### src/hw/rtl/mi3_pkg.sv
// ----------------------------------------------------------------------------
// mi3_pkg
// Types, codes and the operation schedule of the 3x3 matrix inverse.
// ----------------------------------------------------------------------------
package mi3_pkg;

	localparam int ELEMS      = 9;
	localparam int ADDR_BITS  = 4;
	localparam int DIGIT_BITS = 8;
	localparam int THR_BITS   = 31;
	localparam int OP_BITS    = 5;

	localparam logic [OP_BITS-1:0]   OP_LAST   = 5'd20;
	localparam logic [ADDR_BITS-1:0] LOAD_LAST = 4'd8;
	localparam logic [ADDR_BITS-1:0] ELEM_LAST = 4'd8;

	typedef enum logic [3:0] {
		S_LOAD,
		S_RDA,
		S_RDB,
		S_CAPB,
		S_MUL,
		S_FIN,
		S_CHK,
		S_DRD,
		S_DCAP,
		S_DPRE,
		S_DIV,
		S_EMIT,
		S_OUT
	} mi3_state_t;

	typedef enum logic [1:0] {
		M_LOAD,
		M_SUBWR,
		M_ACC,
		M_DET
	} mi3_mode_t;

	typedef struct packed {
		logic [ADDR_BITS-1:0] a_addr;
		logic [ADDR_BITS-1:0] b_addr;
		logic                 b_adj;
		mi3_mode_t            mode;
		logic [ADDR_BITS-1:0] dst;
	} mi3_op_t;

	function automatic mi3_op_t mk(input int a, input int b, input logic adj,
		input mi3_mode_t m, input int d);
		mi3_op_t o;
		o.a_addr = ADDR_BITS'(a);
		o.b_addr = ADDR_BITS'(b);
		o.b_adj  = adj;
		o.mode   = m;
		o.dst    = ADDR_BITS'(d);
		return o;
	endfunction

	// Even steps before 18 form the first product of a cofactor, odd ones subtract
	// the second and store the adjugate term; steps 18 to 20 form the determinant.
	function automatic mi3_op_t mi3_op(input logic [OP_BITS-1:0] idx);
		mi3_op_t o;
		case (idx)
			5'd0:  o = mk(4, 8, 1'b0, M_LOAD, 0);
			5'd1:  o = mk(5, 7, 1'b0, M_SUBWR, 0);
			5'd2:  o = mk(7, 2, 1'b0, M_LOAD, 1);
			5'd3:  o = mk(8, 1, 1'b0, M_SUBWR, 1);
			5'd4:  o = mk(1, 5, 1'b0, M_LOAD, 2);
			5'd5:  o = mk(2, 4, 1'b0, M_SUBWR, 2);
			5'd6:  o = mk(5, 6, 1'b0, M_LOAD, 3);
			5'd7:  o = mk(3, 8, 1'b0, M_SUBWR, 3);
			5'd8:  o = mk(8, 0, 1'b0, M_LOAD, 4);
			5'd9:  o = mk(6, 2, 1'b0, M_SUBWR, 4);
			5'd10: o = mk(2, 3, 1'b0, M_LOAD, 5);
			5'd11: o = mk(0, 5, 1'b0, M_SUBWR, 5);
			5'd12: o = mk(3, 7, 1'b0, M_LOAD, 6);
			5'd13: o = mk(4, 6, 1'b0, M_SUBWR, 6);
			5'd14: o = mk(6, 1, 1'b0, M_LOAD, 7);
			5'd15: o = mk(7, 0, 1'b0, M_SUBWR, 7);
			5'd16: o = mk(0, 4, 1'b0, M_LOAD, 8);
			5'd17: o = mk(1, 3, 1'b0, M_SUBWR, 8);
			5'd18: o = mk(0, 0, 1'b1, M_LOAD, 0);
			5'd19: o = mk(1, 3, 1'b1, M_ACC, 0);
			5'd20: o = mk(2, 6, 1'b1, M_DET, 0);
			default: o = mk(0, 0, 1'b0, M_LOAD, 0);
		endcase
		return o;
	endfunction

endpackage

### src/hw/rtl/matrix_inverse_3x3.sv
// ----------------------------------------------------------------------------
// matrix_inverse_3x3
// Loads a 3x3 fixed-point matrix and streams out its inverse by the adjugate.
//
//   channel   direction  handshake            beat
//   in        input      in_valid/in_stall    one matrix element, row-major
//   out       output     out_valid/out_stall  one inverse element or singular mark
//   cfg       input      cfg_valid/cfg_ready  det_threshold
//
// Each element is stored as it is accepted. After the ninth, 21 products run
// on one shared digit-serial multiplier, each over NSTEP digits (NSTEP = 9 by
// default), and then the determinant is checked. If it is singular, a singular
// mark follows. Otherwise every result runs through the restoring divider,
// which is skipped when the result is known to saturate before it runs.
// Inputs are stalled from the ninth beat until the last result beat is taken.
// A stalled output beat holds the sequencer. Reset needs no clearing pass.
// ----------------------------------------------------------------------------
module matrix_inverse_3x3 #(
	parameter int DATA_WIDTH = 32,
	parameter int FRAC_BITS  = 16
) (
	input  logic                  clk,
	input  logic                  arst_n,
	input  logic                  in_valid,
	output logic                  in_stall,
	input  logic [DATA_WIDTH-1:0] in_value,
	output logic                  out_valid,
	input  logic                  out_stall,
	output logic [DATA_WIDTH-1:0] out_value,
	output logic                  invertible,
	output logic                  saturated,
	output logic                  last,
	input  logic                  cfg_valid,
	output logic                  cfg_ready,
	input  logic [30:0]           cfg_data
);
	import mi3_pkg::*;

	localparam int W     = DATA_WIDTH;
	localparam int AW    = 2 * W + 1;
	localparam int DGT   = DIGIT_BITS;
	localparam int NSTEP = (AW + DGT - 1) / DGT;
	localparam int BP    = NSTEP * DGT;
	localparam int PW    = W + BP;
	localparam int DW    = 3 * W + 1;
	localparam int NW    = 4 * W + 2 * FRAC_BITS + 3;
	localparam int STW   = $clog2(NSTEP);
	localparam int DCW   = $clog2(W);

	mi3_state_t state_q, state_d;

	logic [ADDR_BITS-1:0] load_cnt_q;
	logic [OP_BITS-1:0]   op_q;
	logic [STW-1:0]       step_q;
	logic [ADDR_BITS-1:0] k_q;
	logic [DCW-1:0]       div_cnt_q;
	logic [THR_BITS-1:0]  thr_q;

	logic signed [W-1:0] a_q;
	logic [BP-1:0]       b_q;
	logic [PW-1:0]       acc_q;
	logic [DW-1:0]       hold_q;
	logic [DW-1:0]       det_q;
	logic [DW-1:0]       dabs_q;
	logic [NW-1:0]       rem_q;
	logic [NW-1:0]       dsh_q;
	logic [NW-1:0]       den_q;
	logic [W-1:0]        quo_q;
	logic                neg_q;
	logic                sat_q;

	logic [W-1:0] out_value_q;
	logic         invertible_q;
	logic         saturated_q;
	logic         last_q;

	mi3_op_t op;
	logic    in_acc, out_acc;

	logic          elem_we;
	logic [3:0]    elem_raddr;
	logic [W-1:0]  elem_rdata;
	logic          adj_we;
	logic [3:0]    adj_raddr;
	logic [AW-1:0] adj_wdata;
	logic [AW-1:0] adj_rdata;

	logic [DGT-1:0]        digit;
	logic signed [DGT:0]   dig_ext;
	logic signed [W+DGT:0] prod;
	logic [PW-1:0]         acc_next;

	logic [DW-1:0]  det_abs;
	logic [NW-1:0]  thr_ext;
	logic           singular;
	logic [AW-1:0]  adj_abs;
	logic [NW-1:0]  num;
	logic [NW-1:0]  den;
	logic           pre_sat;
	logic           div_ge;
	logic [W-1:0]   lim;
	logic           over;
	logic [W-1:0]   mag;

	assign op        = mi3_op(op_q);
	assign in_stall  = (state_q != S_LOAD);
	assign in_acc    = in_valid && !in_stall;
	assign out_valid = (state_q == S_OUT);
	assign out_acc   = out_valid && !out_stall;
	assign cfg_ready = 1'b1;

	assign out_value  = out_value_q;
	assign invertible = invertible_q;
	assign saturated  = saturated_q;
	assign last       = last_q;

	assign elem_we    = in_acc;
	assign elem_raddr = (state_q == S_RDA) ? op.a_addr : op.b_addr;
	assign adj_we     = (state_q == S_FIN) && (op.mode == M_SUBWR);
	assign adj_wdata  = hold_q[AW-1:0] - acc_q[AW-1:0];
	assign adj_raddr  = (state_q == S_DRD) ? k_q : op.b_addr;

	mi3_ram #(.WIDTH(W), .DEPTH(ELEMS)) u_elem_ram (
		.clk   (clk),
		.we    (elem_we),
		.waddr (load_cnt_q),
		.wdata (in_value),
		.raddr (elem_raddr),
		.rdata (elem_rdata)
	);

	mi3_ram #(.WIDTH(AW), .DEPTH(ELEMS)) u_adj_ram (
		.clk   (clk),
		.we    (adj_we),
		.waddr (op.dst),
		.wdata (adj_wdata),
		.raddr (adj_raddr),
		.rdata (adj_rdata)
	);

	// Most significant digit first; only the top digit carries the sign.
	assign digit    = b_q[BP-1 -: DGT];
	assign dig_ext  = (step_q == '0) ? {digit[DGT-1], digit} : {1'b0, digit};
	assign prod     = a_q * dig_ext;
	assign acc_next = (acc_q << DGT) + {{(BP-DGT-1){prod[W+DGT]}}, prod};

	assign det_abs  = det_q[DW-1] ? (~det_q + 1'b1) : det_q;
	assign thr_ext  = {{(NW-THR_BITS){1'b0}}, thr_q} << (2 * FRAC_BITS);
	assign singular = (det_abs == '0) || ({{(NW-DW){1'b0}}, det_abs} < thr_ext);

	assign adj_abs = adj_rdata[AW-1] ? (~adj_rdata + 1'b1) : adj_rdata;
	assign num     = ({{(NW-AW){1'b0}}, adj_abs} << (2 * FRAC_BITS + 1))
		+ {{(NW-DW){1'b0}}, dabs_q};
	assign den     = {{(NW-DW){1'b0}}, dabs_q} << 1;
	assign pre_sat = (rem_q >= (den_q << W));
	assign div_ge  = (rem_q >= dsh_q);

	assign lim  = neg_q ? {1'b1, {(W-1){1'b0}}} : {1'b0, {(W-1){1'b1}}};
	assign over = sat_q || (quo_q > lim);
	assign mag  = over ? lim : quo_q;

	always_ff @(posedge clk or negedge arst_n) begin
		if (!arst_n) begin
			state_q <= S_LOAD;
		end else begin
			state_q <= state_d;
		end
	end

	always_comb begin
		state_d = state_q;
		case (state_q)
			S_LOAD: begin
				if (in_acc && (load_cnt_q == LOAD_LAST)) begin
					state_d = S_RDA;
				end
			end
			S_RDA:  state_d = S_RDB;
			S_RDB:  state_d = S_CAPB;
			S_CAPB: state_d = S_MUL;
			S_MUL: begin
				if (step_q == STW'(NSTEP - 1)) begin
					state_d = S_FIN;
				end
			end
			S_FIN:  state_d = (op_q == OP_LAST) ? S_CHK : S_RDA;
			S_CHK:  state_d = singular ? S_OUT : S_DRD;
			S_DRD:  state_d = S_DCAP;
			S_DCAP: state_d = S_DPRE;
			S_DPRE: state_d = pre_sat ? S_EMIT : S_DIV;
			S_DIV: begin
				if (div_cnt_q == DCW'(W - 1)) begin
					state_d = S_EMIT;
				end
			end
			S_EMIT: state_d = S_OUT;
			S_OUT: begin
				if (out_acc) begin
					state_d = last_q ? S_LOAD : S_DRD;
				end
			end
			default: state_d = S_LOAD;
		endcase
	end

	always_ff @(posedge clk or negedge arst_n) begin
		if (!arst_n) begin
			load_cnt_q <= '0;
			op_q       <= '0;
			step_q     <= '0;
			k_q        <= '0;
			div_cnt_q  <= '0;
			thr_q      <= THR_BITS'(1);
		end else begin
			if (cfg_valid && cfg_ready) begin
				thr_q <= cfg_data;
			end
			if (in_acc) begin
				load_cnt_q <= (load_cnt_q == LOAD_LAST) ? '0 : load_cnt_q + 1'b1;
			end
			case (state_q)
				S_LOAD: begin
					op_q <= '0;
					k_q  <= '0;
				end
				S_CAPB: step_q <= '0;
				S_MUL:  step_q <= step_q + 1'b1;
				S_FIN:  op_q <= op_q + 1'b1;
				S_DPRE: div_cnt_q <= '0;
				S_DIV:  div_cnt_q <= div_cnt_q + 1'b1;
				S_OUT: begin
					if (out_acc) begin
						k_q <= k_q + 1'b1;
					end
				end
				default: ;
			endcase
		end
	end

	always_ff @(posedge clk) begin
		case (state_q)
			S_RDB: a_q <= elem_rdata;
			S_CAPB: begin
				acc_q <= '0;
				if (op.b_adj) begin
					b_q <= {{(BP-AW){adj_rdata[AW-1]}}, adj_rdata};
				end else begin
					b_q <= {{(BP-W){elem_rdata[W-1]}}, elem_rdata};
				end
			end
			S_MUL: begin
				acc_q <= acc_next;
				b_q   <= b_q << DGT;
			end
			S_FIN: begin
				case (op.mode)
					M_LOAD:  hold_q <= acc_q[DW-1:0];
					M_ACC:   hold_q <= hold_q + acc_q[DW-1:0];
					M_DET:   det_q  <= hold_q + acc_q[DW-1:0];
					default: ;
				endcase
			end
			S_CHK: begin
				dabs_q       <= det_abs;
				out_value_q  <= '0;
				invertible_q <= 1'b0;
				saturated_q  <= 1'b0;
				last_q       <= 1'b1;
			end
			S_DCAP: begin
				rem_q <= num;
				den_q <= den;
				dsh_q <= den << (W - 1);
				neg_q <= adj_rdata[AW-1] ^ det_q[DW-1];
			end
			S_DPRE: begin
				sat_q <= pre_sat;
				quo_q <= '0;
			end
			S_DIV: begin
				if (div_ge) begin
					rem_q <= rem_q - dsh_q;
				end
				quo_q <= {quo_q[W-2:0], div_ge};
				dsh_q <= dsh_q >> 1;
			end
			S_EMIT: begin
				out_value_q  <= neg_q ? (~mag + 1'b1) : mag;
				invertible_q <= 1'b1;
				saturated_q  <= over;
				last_q       <= (k_q == ELEM_LAST);
			end
			default: ;
		endcase
	end

endmodule

### src/hw/rtl/mi3_ram.sv
// ----------------------------------------------------------------------------
// mi3_ram
// Generic single-write, single-read RAM with a registered read.
// ----------------------------------------------------------------------------
module mi3_ram #(
	parameter int WIDTH = 8,
	parameter int DEPTH = 16
) (
	input  logic                     clk,
	input  logic                     we,
	input  logic [$clog2(DEPTH)-1:0] waddr,
	input  logic [WIDTH-1:0]         wdata,
	input  logic [$clog2(DEPTH)-1:0] raddr,
	output logic [WIDTH-1:0]         rdata
);

	logic [WIDTH-1:0] mem [DEPTH];

	always_ff @(posedge clk) begin
		if (we) begin
			mem[waddr] <= wdata;
		end
		rdata <= mem[raddr];
	end

endmodule

### config.mk
export PLATFORM = sky130hd
export DESIGN_NAME = matrix_inverse_3x3
export DESIGN_NICKNAME = d
export VERILOG_FILES = /design/src/hw/rtl/mi3_pkg.sv /design/src/hw/rtl/matrix_inverse_3x3.sv /design/src/hw/rtl/mi3_ram.sv
export SDC_FILE = /design/constraint.sdc
export NUM_CORES = 2
export LEC_CHECK = 0
export BUFFER_PORTS_ARGS = -buffer_cell sky130_fd_sc_hd__buf_2
export CAP_MARGIN = 15
export CELL_PAD_IN_SITES_DETAIL_PLACEMENT = 1
export CELL_PAD_IN_SITES_GLOBAL_PLACEMENT = 1
export CORE_ASPECT_RATIO = 1.2
export CORE_MARGIN = 10
export CORE_UTILIZATION = 47
export CTS_CLUSTER_DIAMETER = 200
export DETAILED_ROUTE_END_ITERATION = 8
export GPL_TIMING_DRIVEN = 0
export PLACE_DENSITY = 0.87
export SLEW_MARGIN = 20
export SYNTH_ARGS = -nofsm -noshare
export SYNTH_HDL_FRONTEND = slang
export SYNTH_SLANG_ARGS = --single-unit
### constraint.sdc
create_clock -name clk -period 12.1 [get_ports clk]
set_input_delay 0 -clock clk [delete_from_list [all_inputs] [get_ports clk]]
set_output_delay 0 -clock clk [all_outputs]
set_load 0.005 [all_outputs]
Word-level counts from Yosys, hierarchy flattened. Memories as Yosys holds them, arrays and structs flattened. A register that Yosys moved wholly into a read port is not among the register bits. Index checks and enable logic that the tools add are counted.

Multipliers: 1. Eq/ne operators: 25. Muxes and demuxes: 39. Reduce and logical (&&, ||, !) cells: 25. Bitwise operators: 4. Add/sub/neg operators: 13. Magnitude comparators: 4. Divide/modulo/power cells: 0. Shift operators: 0.

Operators by type and width (count): $pmux 163 s2 (2); $pmux 97 s2 (2); $add 97x97->97 (2); $ge 163x130->1 (1); $ge 163x163->1 (1); $mux 163 (1); $sub 163x163->163 (1); $pmux 72 s2 (1); $pmux 32 s2 (2); $add 98x97->99 (1); $add 97x1->97 const B (1); $logic_not 97->1 (1); $lt 97x63->1 (1); $mux 97 (1); $not 97->97 (1); $mux 32 (3); $mux 72 (1); $add 65x1->65 const B (1); $mux 65 (1); $not 65->65 (1); $sub 65x65->65 (1); $pmux 4 s13 (1); $mul 32x9->41 (1); $mux 4 (9); 30 further kinds (73).

Bits in registers: 1041. Memory bits (writable): 873. Word-level logic and storage cells: 137. Memory bits (read-only): 480. Bits in latches: 0. Memories: 3. Output and inout bits: 38.

Memories: u_adj_ram.mem (depth 9, width 65, read ports 1, clocked after Yosys merged registers in 1, wr ports 1, line mi3_ram.sv:17) `logic [WIDTH-1:0] mem [DEPTH];`; (no name shown) (depth 32, width 15, read ports 1, clocked after Yosys merged registers in 0, wr ports 0, line mi3_pkg.sv:63) `case (idx)`; u_elem_ram.mem (depth 9, width 32, read ports 1, clocked after Yosys merged registers in 1, wr ports 1, line mi3_ram.sv:17).

Longest topological paths before layout.
Word-level depth: 8. Gate-level depth with buffers: 39. Mapped depth without buffers: 39.

By module. Synthesis repeated with hierarchy kept, for this count alone.

Cell total of the unflattened synthesis: 11419. Area, all modules: 121449.0 um2.

Modules (own cells, without submodules): matrix_inverse_3x3 (cells an instance 9530, seq. area each 29955.0 um2, times used 1, area an instance 85359.4 um2); mi3_ram at u_adj_ram (cells an instance 1260, seq. area each 18868.1 um2, times used 1, area an instance 24194.5 um2); mi3_ram at u_elem_ram (cells an instance 629, seq. area each 9288.9 um2, times used 1, area an instance 11895.2 um2).

Least setup slack after synthesis. No wires, ideal clock.

Path kind: reg2reg. Start point: register step_q[0]. End point: register acc_q[94], data pin. Setup slack: 0.817 ns. Arrival time: 11.017 ns. Stages on the path, launching flop included: 38. Library setup time: 0.266 ns. Clock period less this slack: 11.283 ns. Data required time: 11.834 ns. Path through: dfrtp_1 -> inv_1 -> ha_1 -> nor2b_1 -> nand3b_1 -> or2_2 -> fa_1 -> inv_1 -> fa_1 -> fa_1 -> inv_1 -> fa_1 -> fa_1 -> inv_1 -> ha_1 -> o21ai_0 -> o21bai_1 -> o211ai_1 -> [... 2 more ...] -> o2111ai_1 -> a31oi_1 -> mux2i_1 -> nand4_1 -> ha_1 -> clkbuf_1 -> nand3_1 -> nor2_1 -> nand4_1 -> a311oi_1 -> o2bb2ai_1 -> a31oi_1 -> a21oi_1 -> o31ai_1 -> nand2_1 -> o41ai_1 -> xnor2_1 -> nor2_1.

Word-level cells in the longest chain between the ends: 5.

RTL lines: start, declared (line matrix_inverse_3x3.sv:54) `logic [STW-1:0] step_q;`; start signal, assigned (line matrix_inverse_3x3.sv:227) `S_MUL: step_q <= step_q + 1'b1;`; $logic_not 4->1 (line matrix_inverse_3x3.sv:143) `assign dig_ext = (step_q == '0) ? {digit[DGT-1], digit} : {1'b0, digit};`; $mux 9 (line matrix_inverse_3x3.sv:143); $mul 32x9->41 (line matrix_inverse_3x3.sv:144) `assign prod = a_q * dig_ext;`; $add 97x97->97 (line matrix_inverse_3x3.sv:145) `assign acc_next = (acc_q << DGT) + {{(BP-DGT-1){prod[W+DGT]}}, prod};`; $pmux 97 s2 (line matrix_inverse_3x3.sv:242) `case (state_q)`; end signal, assigned (line matrix_inverse_3x3.sv:253) `acc_q <= acc_next;`; end, declared (line matrix_inverse_3x3.sv:61) `logic [PW-1:0] acc_q;`.

No other way between the ends. A chain may end at the register's enable or synchronous reset.

Final worst setup path.
Start point: register step_q[0]. End point: register acc_q[95], data pin.

Same word-level chain as after synthesis.

==> impl_metrics.yaml <==
routing:
  via_per_inst: 6.48
  first_iter_violations: 10800
  drt-total-wl_mm: 491
  ant_nets: 0
  avgRoutedWirePerCell_um: 31.5
  drc: 0
  dr.pass1.iters: 7
  via_count: 101000
global_routing:
  grt_pass1_vias: 107000
  antenna_found_initial: 43
  grt_max_degree: 84
  grt_remaining_overflow: 0
  grt_usage: 0.344
  grt_pass1_wl_mm: 715
worst_setup_path:
  r2r_slack_ps: 390
  cp.arrival_ps: 12290
  worstPathRequired_ps: 12690
  critPathSlowestCell: "a2111oi_0"
  worst_setup_path_end_kind: "register"
  crit_type: "register to register"
  max_stage_delay_ps: 740
  start_kind: "register"
  crit_family: "compound AO/OA/AOI/OAI gates"
  crit_buf_inv: 5
  cp_max_fo: 6
finish:
  synthToLayoutAreaGrowth_pct: 13.4
  fillCellCount: 27200
  postLayoutCellArea_sq_um: 136000
  finalNetCount: 13000
  regArea_sq_um: 58100
  fin_util: 0.536
  drive_above_1_share: 0.0716
  multi_input_area_sq_um: 57700
die:
  die_x_um: 482
  die-area_sq_um: 277000
  die_y_um: 574
  start_util: 0.472
  rows: 203
  num_io_pins: 106
  core-area_sq_um: 255000
cts:
  cts_buffers: 207
  cts_max_level: 4
  clk_pin_slew_ps: 70
  root_buffer: "clkbuf_16"
  cts.sinks: 1977
  cts_tree: "yes"
  insertion_delay_ps: 1000
  cts_buffer_depth: 4
sta:
  max_freq_mhz: 85.4
  period_share: 0.968
  finClkSkew_ps: 166
  rsz0062_at_grt: "no"
  slew_headroom: 0.114
  hold_violations: 0
  tightest_slew_ps: 1320
  post-route-min-period_ps: 11710
  slew_violations: 0
  setup_viol: 0
logic_synthesis:
  syn-instance-count: 11400
  synth_edf_count: 1823
  ys_ff_latch: 1977
  yosysWarnings: 0
  synth_fp_nets: 12400
  async_reset_ff_frac: 0.0288
  synth.yosys.seq_area_share: 0.483
  syn-cell-area_sq_um: 120000
  synthTopCellsByArea: "edfxtp_1 46%, ha_1 7.5%, fa_1 3.9%"
  synth.top_cell.area_share: 0.455
  syn_avg_cell_area_sq_um: 10.6
  synth_top_cell_by_area: "edfxtp_1"
  ys_types: 95
  ys.flop_type: "edfxtp_1"
placement:
  io_buffer_count: 103
  hpwl_mm: 355
  finalWeightedCongestion: 1.03
  post_dp_cell_area_sq_um: 127000
flow_run:
  drv_cap: 0
worst_hold_path:
  min_path_type: "primary input to register"
run_status:
  status: "finished clean"
flip-flops by register name, summed over array words and instances, names as in the netlist, 4 cells and up:
name              count
hold_q               97
a_q                  32
u_adj_ram.mem       585
dsh_q               129
u_elem_ram.mem      288
quo_q                32
b_q                  72
div_cnt_q             5
op_q                  5
k_q                   4
det_q                97
state_q               4
step_q                4
u_elem_ram.rdata     32
rem_q               163
den_q                97
load_cnt_q            4
u_adj_ram.rdata      65
out_value            32
dabs_q               97
thr_q                31
acc_q                97
synthesized netlist by cell type (all sizes together), types with 14 or more instances:
| library cell | count |
|---|---|
| or2 | 45 |
| a311oi | 43 |
| fa | 236 |
| nand3 | 207 |
| o41ai | 40 |
| o211ai | 49 |
| nand2 | 1173 |
| o31ai | 89 |
| a21o | 310 |
| a31oi | 111 |
| a21boi | 38 |
| nor4 | 102 |
| a21oi | 858 |
| or3 | 87 |
| o21a | 72 |
| a41oi | 17 |
| o221ai | 20 |
| buf | 62 |
| nand2b | 84 |
| xor2 | 172 |
| nor3 | 201 |
| nor2 | 840 |
| inv | 799 |
| mux4 | 130 |
| a211oi | 54 |
| a221oi | 17 |
| and4 | 20 |
| or4 | 49 |
| ha | 721 |
| nand3b | 14 |
| clkbuf | 471 |
| nor2b | 74 |
| edfxtp | 1823 |
| o22ai | 19 |
| mux2i | 125 |
| dfxtp | 97 |
| nand4 | 190 |
| o21ai | 741 |
| o21bai | 121 |
| xnor2 | 472 |
| mux2 | 31 |
| and2 | 192 |
| dfrtp | 56 |
| and3 | 116 |
worst reg2reg max path, delay by kind of cell, from the launching register on:
family / cells / cell delay [ps]
adder cells (fa/ha/maj): 8 / 3420
XOR/XNOR: 1 / 170
buffers and inverters: 5 / 490
multiplexers: 1 / 160
flip-flops: 1 / 470
AND/OR/NAND/NOR: 6 / 1610
AO/OA/AOI/OAI: 17 / 5070
path summary, 6_finish.rpt:
kind                            start             to  cells past startpoint
min                          in_valid  load_cnt_q[2]                      5
max                         step_q[0]      acc_q[95]                     38
max in group asynchronous      arst_n       thr_q[0]                      4
min reg2reg                dabs_q[32]      den_q[33]                      0
min in group asynchronous      arst_n  load_cnt_q[0]                      4
max reg2reg                 step_q[0]      acc_q[95]                     38
kinds of logic (layout without fill, tap and decap cells):
group / after synthesis / in the layout / share of synthesized area
AOI/OAI and AO/OA: 2750 / 2750 / 0.141
xor gates and xnor gates: 644 / 644 / 0.0469
adders and majority gates: 957 / 957 / 0.114
buffers and inverters: 1338 / 2127 / 0.0419
DFF: 1977 / 1977 / 0.483
muxes: 286 / 286 / 0.0376
other: 1 / 33 / 0.0000312
and+or+nand+nor: 3445 / 3445 / 0.135
area by class of cell:
class	count	area share
Multi-Input combinational cell	8083	0.423
Inverter	805	0.0222
Tap cell	3382	0.0310
Sequential cell	1977	0.426
Buffer	533	0.0149
Clock buffer	262	0.0409
Antenna cell	32	0.000587
Timing Repair Buffer	408	0.0324
Clock inverter	119	0.00946
layer usage:
metal  GRT usage  part of all wire
met1       0.387              0.35
met2       0.567              0.47
met3      0.0663             0.081
met4       0.279              0.10
met5           0           0.00026
cell usage in the layout (no fill, tap or decap), drive strengths merged, types with 32 or more instances in the layout:
cell type / synthesis / final
a211oi: 54 / 54
a21boi: 38 / 38
a21o: 310 / 310
a21oi: 858 / 858
a311oi: 43 / 43
a31oi: 111 / 111
and2: 192 / 192
and3: 116 / 116
buf: 62 / 274
clkbuf: 471 / 735
clkinv: 6 / 79
dfrtp: 56 / 56
dfxtp: 97 / 97
diode: 0 / 32
dlygate4sd3: 0 / 194
edfxtp: 1823 / 1823
fa: 236 / 236
ha: 721 / 721
inv: 799 / 811
mux2i: 125 / 125
mux4: 130 / 130
nand2: 1173 / 1173
nand2b: 84 / 84
nand3: 207 / 207
nand4: 190 / 190
nor2: 840 / 840
nor2b: 74 / 74
nor3: 201 / 201
nor4: 102 / 102
o211ai: 49 / 49
o21a: 72 / 72
o21ai: 741 / 741
o21bai: 121 / 121
o31ai: 89 / 89
o41ai: 40 / 40
or2: 45 / 45
or3: 87 / 87
or4: 49 / 49
xnor2: 472 / 472
xor2: 172 / 172
timing repair:
item,CTS,global route
resized for setup,1,12
endpoints found under the hold margin,397,0
pin swaps,0,0
buffers inserted,1,0
hold buffers,195,0
setup endpoints to repair,8,13
metrics by stage:
step | worst slack [ps] | setup TNS [ps] | hold WS (ps) | cells
3_3_place_gp | -3620 | -185290 | 211 | 14900
3_5_place_dp | -338 | -373 | 39.4 | 15000
4_1_cts | 109 | 0 | 37.2 | 15600
2_1_floorplan | 817 | 0 | -296 | 11400
5_1_grt | 8.27 | 0 | 178 | 15600
6_report | 393 | 0 | 150 | 15600
Power is left out: the tool's default activity adds up to more than one toggle a clock period on the data nets, which glitch-free logic cannot reach.
